## src/design/icdf_pkg.sv

```systemverilog
// Shared types and constants for the inverse-CDF quadratic sampler.
package icdf_pkg;

	localparam logic OP_LOAD   = 1'b0;
	localparam logic OP_SAMPLE = 1'b1;

	localparam logic [1:0] ST_OK       = 2'd0;
	localparam logic [1:0] ST_NEG_DISC = 2'd1;
	localparam logic [1:0] ST_ZERO_DIV = 2'd2;

	localparam logic [8:0] BINS_RESET = 9'd100;

	typedef struct packed {
		logic               operation;
		logic [7:0]         bin_index;
		logic [24:0]        cdf_start;
		logic signed [31:0] bin_origin;
		logic signed [31:0] linear_coef;
		logic signed [31:0] quadratic_coef;
		logic [23:0]        uniform_sample;
	} item_t;

	typedef struct packed {
		logic signed [31:0] sample_value;
		logic [7:0]         bin_found;
		logic [1:0]         status;
	} result_t;

	// queue entry between front and back
	typedef struct packed {
		logic               is_load;
		logic [7:0]         bin;
		logic [24:0]        cdf;
		logic signed [31:0] origin;
		logic signed [31:0] lin;
		logic signed [31:0] quad;
		logic [23:0]        u;
	} job_t;

	typedef enum logic [3:0] {
		B_IDLE, B_SEARCH, B_RD, B_RDW, B_MUL1, B_MUL2, B_DISC, B_SQRT, B_DIVSET,
		B_DIV, B_FIN, B_OUT
	} bstate_t;

endpackage

```

## src/design/icdf_front.sv

```systemverilog
// Front end: accepts commands and queues them for the back end.
module icdf_front #(
	parameter int DEPTH = 2
) (
	input  logic                clk,
	input  logic                arst_n,
	input  logic                start,
	input  icdf_pkg::item_t     item,
	output logic                busy,
	output logic                job_valid,
	output icdf_pkg::job_t      job,
	input  logic                job_take
);
	localparam int AW = $clog2(DEPTH);
	icdf_pkg::job_t q_q [DEPTH];
	logic [AW-1:0] wp_q, rp_q;
	logic [AW:0]   cnt_q;
	logic          push;

	assign busy      = (cnt_q == (AW+1)'(DEPTH));
	assign push      = start && !busy;
	assign job_valid = (cnt_q != '0);
	assign job       = q_q[rp_q];

	always_ff @(posedge clk) begin
		if (push) begin
			q_q[wp_q].is_load <= (item.operation == icdf_pkg::OP_LOAD);
			q_q[wp_q].bin     <= item.bin_index;
			q_q[wp_q].cdf     <= item.cdf_start;
			q_q[wp_q].origin  <= item.bin_origin;
			q_q[wp_q].lin     <= item.linear_coef;
			q_q[wp_q].quad    <= item.quadratic_coef;
			q_q[wp_q].u       <= item.uniform_sample;
		end
	end

	always_ff @(posedge clk or negedge arst_n) begin
		if (!arst_n) begin
			wp_q  <= '0;
			rp_q  <= '0;
			cnt_q <= '0;
		end else begin
			if (push) wp_q <= wp_q + 1'b1;
			if (job_take) rp_q <= rp_q + 1'b1;
			cnt_q <= cnt_q + (AW+1)'(push) - (AW+1)'(job_take);
		end
	end
endmodule

```

## config.mk

```make
export PLATFORM = sky130hd
export DESIGN_NAME = icdf_front
export DESIGN_NICKNAME = d
export VERILOG_FILES = /design/src/design/icdf_pkg.sv /design/src/design/icdf_front.sv
export SDC_FILE = /design/constraint.sdc
export NUM_CORES = 1
export LEC_CHECK = 0
export ABC_AREA = 1
export BUFFER_PORTS_ARGS = -buffer_cell sky130_fd_sc_hd__buf_2
export CAP_MARGIN = 20
export CELL_PAD_IN_SITES_DETAIL_PLACEMENT = 1
export CELL_PAD_IN_SITES_GLOBAL_PLACEMENT = 2
export CORE_MARGIN = 1
export CORE_UTILIZATION = 35
export DETAILED_ROUTE_END_ITERATION = 16
export PLACE_DENSITY_LB_ADDON = 0.15
export SKIP_CTS_REPAIR_TIMING = 1
export SLEW_MARGIN = 40
export SYNTH_ARGS = -nofsm -noshare
export SYNTH_HDL_FRONTEND = slang
export SYNTH_SLANG_ARGS = --single-unit
```

## constraint.sdc

```tcl
create_clock -name clk -period 10.8 [get_ports clk]
set_clock_uncertainty 0.2 [all_clocks]
set_input_delay 2.16 -clock clk [delete_from_list [all_inputs] [get_ports clk]]
set_output_delay 2.16 -clock clk [all_outputs]
set_load 0.03 [all_outputs]
```

After elaboration in Yosys (flattened, before gate mapping)
Memory sizes are Yosys's and may differ from the RTL's.
Cells that the tools add are included.
{"block": "word_totals", "reg_bits": 4, "inputBits": 158, "ram_bits": 308, "mem_count": 1, "elab_cells": 15}
{"memory": "q_q", "depth": 2, "width": 154, "rd": 1, "rd_clocked_by_memory_dff": 0, "write_ports": 1, "line": "icdf_front.sv:15", "source": "icdf_pkg::job_t q_q [DEPTH];"}
{"block": "op_classes", "n_bitwise": 1, "mux": 2, "eq_ne": 1, "addsub": 4, "reduce_logical": 3}
{"cell": "$add A1 B1 Y1 const B", "count": 2}
{"cell": "$add A2 B1 Y2", "count": 1}
{"cell": "$eq A2 B2 Y1 const B", "count": 1}
{"cell": "$mux W1", "count": 2}
{"cell": "$reduce_bool A2 Y1", "count": 1}
{"cell": "$sub A2 B1 Y2", "count": 1}
{"cell": "$logic_and A1 B1 Y1", "count": 1}
{"cell": "$logic_not A1 Y1", "count": 1}
{"cell": "$not A1 Y1", "count": 1}

Depth between registers and ports, before layout
{"block": "logic_depth", "depth_word": 5, "ltp_mapped": 9, "ltp_nobuf": 9}

Least setup slack after synthesis
OpenSTA, ideal clock, no wires.
{"block": "synth_timing", "path_kind": "input-to-reg", "from": "in start", "to": "mem q_q[1][0] (netlist name), enable pin", "setup_ns": 0.669, "arrival_ns": 8.635, "slack_ns": 1.295, "path_stages": 2, "t_required_ns": 9.931, "path_buffers": 0, "cell_sequence": "nand2_1 nor2_1"}
{"block": "synth_via", "elab_chain_cells": 3}
{"item": "start, declared", "line": "icdf_front.sv:7", "source": "input logic start,"}
{"item": "$logic_and A1 B1 Y1", "line": "icdf_front.sv:21", "source": "assign push = start && !busy;"}
{"item": "$mux W1", "line": "icdf_front.sv:26", "source": "if (push) begin"}
{"item": "$mux W1 (not written as such)", "line": "icdf_front.sv:33", "source": "q_q[wp_q].u <= item.uniform_sample;"}
{"item": "end, declared", "line": "icdf_front.sv:15"}
Every way passes these cells.

==> run metrics <==
site row count=66; wire length per cell=16.3 um; Clock Path Buffers=3; Post-Route WL=~26 mm; Synth area leader=edfxtp_1; top cells by count, synth=308 x edfxtp_1, 164 x nand2_1, 163 x inv_1; crit-path cells=buf_12, o21ai_0, buf_2; Core ar.=about 33000 um2; slowest cell on the critical path=dfrtp_4; fmax=between 200 and 250 MHz; Worst setup SP type=flip-flop; hold crit path type=reg2reg; Hold Path End=wp_q; largest cells by area after synthesis=edfxtp_1 80%, o21ai_0 5.3%, nand2_1 5.3%; Area growth, synth to finish=26.3%; Pre-antenna DRT Iters=4; cell count after synthesis=833; CTS clock-pin slew for the worst setup and hold paths=0.05 ns; Antenna Nets Post-Route=0; clk_lat worst skew=between 0.4 and 0.5 ns; Tmin final=between 4 and 5 ns; reg2reg end=q_q[1][88]; Setup Slack @ Placement=between 6 and 7 ns; crit path DAT=between 2 and 3 ns; DRC viols=0; Post-Syn Area=11600 um2; Worst VDD drop=roughly 0.33 mV; YS warnings=0; initial antenna violation count=9; Hold Slack=between 0.2 and 0.3 ns; share of the synthesized area in the top cell type=0.796; root buffer selected by CTS=clkbuf_16; Worst Hold Path Cells=2; CP max FO=between 200 and 250; RSZ-0062 raised after global routing=no; setup TNS=0 ns; Top Ports=314; Layout Nets=around 1300; multi-input logic area=~1400 um2; Storage cell area=slightly above 9000 um2; number of synthesized flops with an enable pin=between 300 and 400; fraction of layout instances using a drive strength above 1=0.310; total gr overflow=0; post-synthesis sequential area ratio=0.805; Worst slew margin=0.437; number of fill cells in the layout=about 3500; TritonCTS clock tree=yes; Global Route Usage Sum=0.155; ys flop type=edfxtp_1; first-pass GRT wire length=roughly 40 mm; CP peak stage delay=~0.77 ns; min-delay src=wp_q; Final Hold Fails=0; Die W=between 150 and 200 um; reg2reg path depth=5; flop-to-flop setup slack=slightly above 8 ns; CP bufs+invs=2; Req. time, crit path=around 8.4 ns; Worst-Margin Slew=about 0.84 ns; Final Non-Filler Cells=~1600; status=complete, no violations; setup slack after layout=around 5.8 ns; Yosys reg bits=roughly 310; routed vias/inst=around 4.4; crit-path leading delay family=buffers and inverters; number of global-route vias before repair=approximately 7200; post-DP HPWL=about 17 mm; total number of cells along the worst setup path=3; most common cell in the netlist=edfxtp_1; CTS H-tree depth=2; ys async rst share=0.0128; Sink Count=about 310; critical path class=reg2out; syn_area_per_cell=roughly 14 um2; pin count of the biggest net entering global routing=203; die height=184 um; Final Cycle Share=0.463; Max Slew Vio Count=0; total of max-cap violations=0; power density cells=a little over 300 nW/um2; Placed Cells=roughly 1600; initial core utilization=0.356; Leakage=6.20 nW; FF-to-FF Start=cnt_q[1]; Distinct cells, synth=14; TritonCTS Buffers=36; IO buf count=between 300 and 400; crit path capture type=output pin; total die area=roughly 34000 um2; Post-Syn Nets=between 900 and 1000; DR vias=about 7100; Final GP Congestion=between 0.7 and 0.8; Setup violations, final=0; initial drt markers=457
registers in the layout (all words and copies together), names as in the netlist:
signal and flops:
q_q 308, wp_q 1, rp_q 1, cnt_q 2
metrics by stage:
| step | area, um2 | power [W] | utilization |
|---|---|---|---|
| floorplan | 11600 | 0.00294 | - |
| global placement | 13600 | 0.00340 | 0.416 |
| detailed placement | 13600 | 0.00344 | 0.418 |
| CTS | 14700 | 0.00454 | 0.450 |
| global route | 14700 | 0.00470 | 0.450 |
| finish | 14700 | 0.00445 | 0.450 |
power by group:
group | switching, W | total [W] | internal [W]
logic | 0.00126 | 0.00164 | 0.000378
clock network | 0.000439 | 0.00108 | 0.000640
registers | 0.0000831 | 0.00174 | 0.00165
total | 0.00178 | 0.00445 | 0.00267
placed cells by master, fill, tap and decap left out, drive strengths merged:
cell type	count
buf	319
edfxtp	308
nand2	164
inv	163
o21ai	154
clkbuf	53
clkinv	8
dfrtp	4
diode	3
nand3	2
ha	2
nor2	1
xor2	1
cell families after synthesis:
logic type                 after synthesis  share of synthesized area
DFF                                    312                      0.805
buffers and inverters                  197                     0.0720
and+or+nand+nor                        167                     0.0542
AOI/OAI and AO/OA                      154                     0.0663
adders and majority gates                2                    0.00215
xor gates and xnor gates                 1                   0.000754
worst max-delay path by stage:
| stage | endpoint | from |
|---|---|---|
| finish | job[101] | rp_q |
| detailed placement | job[101] | rp_q |
| global placement | job[101] | rp_q |
| global route | job[101] | rp_q |
| CTS | job[101] | rp_q |
| floorplan | q_q[1][0] | start |
cell type report:
class,instances,share of cell area
sequential,312,0.637
clock buffer,53,0.0685
clock inverter,8,0.00239
multi-input combinational,324,0.0982
timing repair buffer,319,0.113
inverter,163,0.0422
antenna,3,0.000511
tap,442,0.0377
routing by layer:
layer	vias to the layer above	part of all wire	wire length [um]	GRT usage
met5	-	0.0027	72	0
met4	10	0.018	486	0.0437
met3	54	0.075	1990	0.0510
met2	202	0.49	13000	0.261
met1	3383	0.41	10900	0.188
li1	3467	-	-	-
worst register-to-register path: stages (launching register included):
cell and delay (ns):
dfrtp_1 0.39, nand2_1 0.12, nand2_1 0.15, nor2_4 0.51
buf_16 0.24, buf_4 0.61
(Power assumes the default switching activity.)
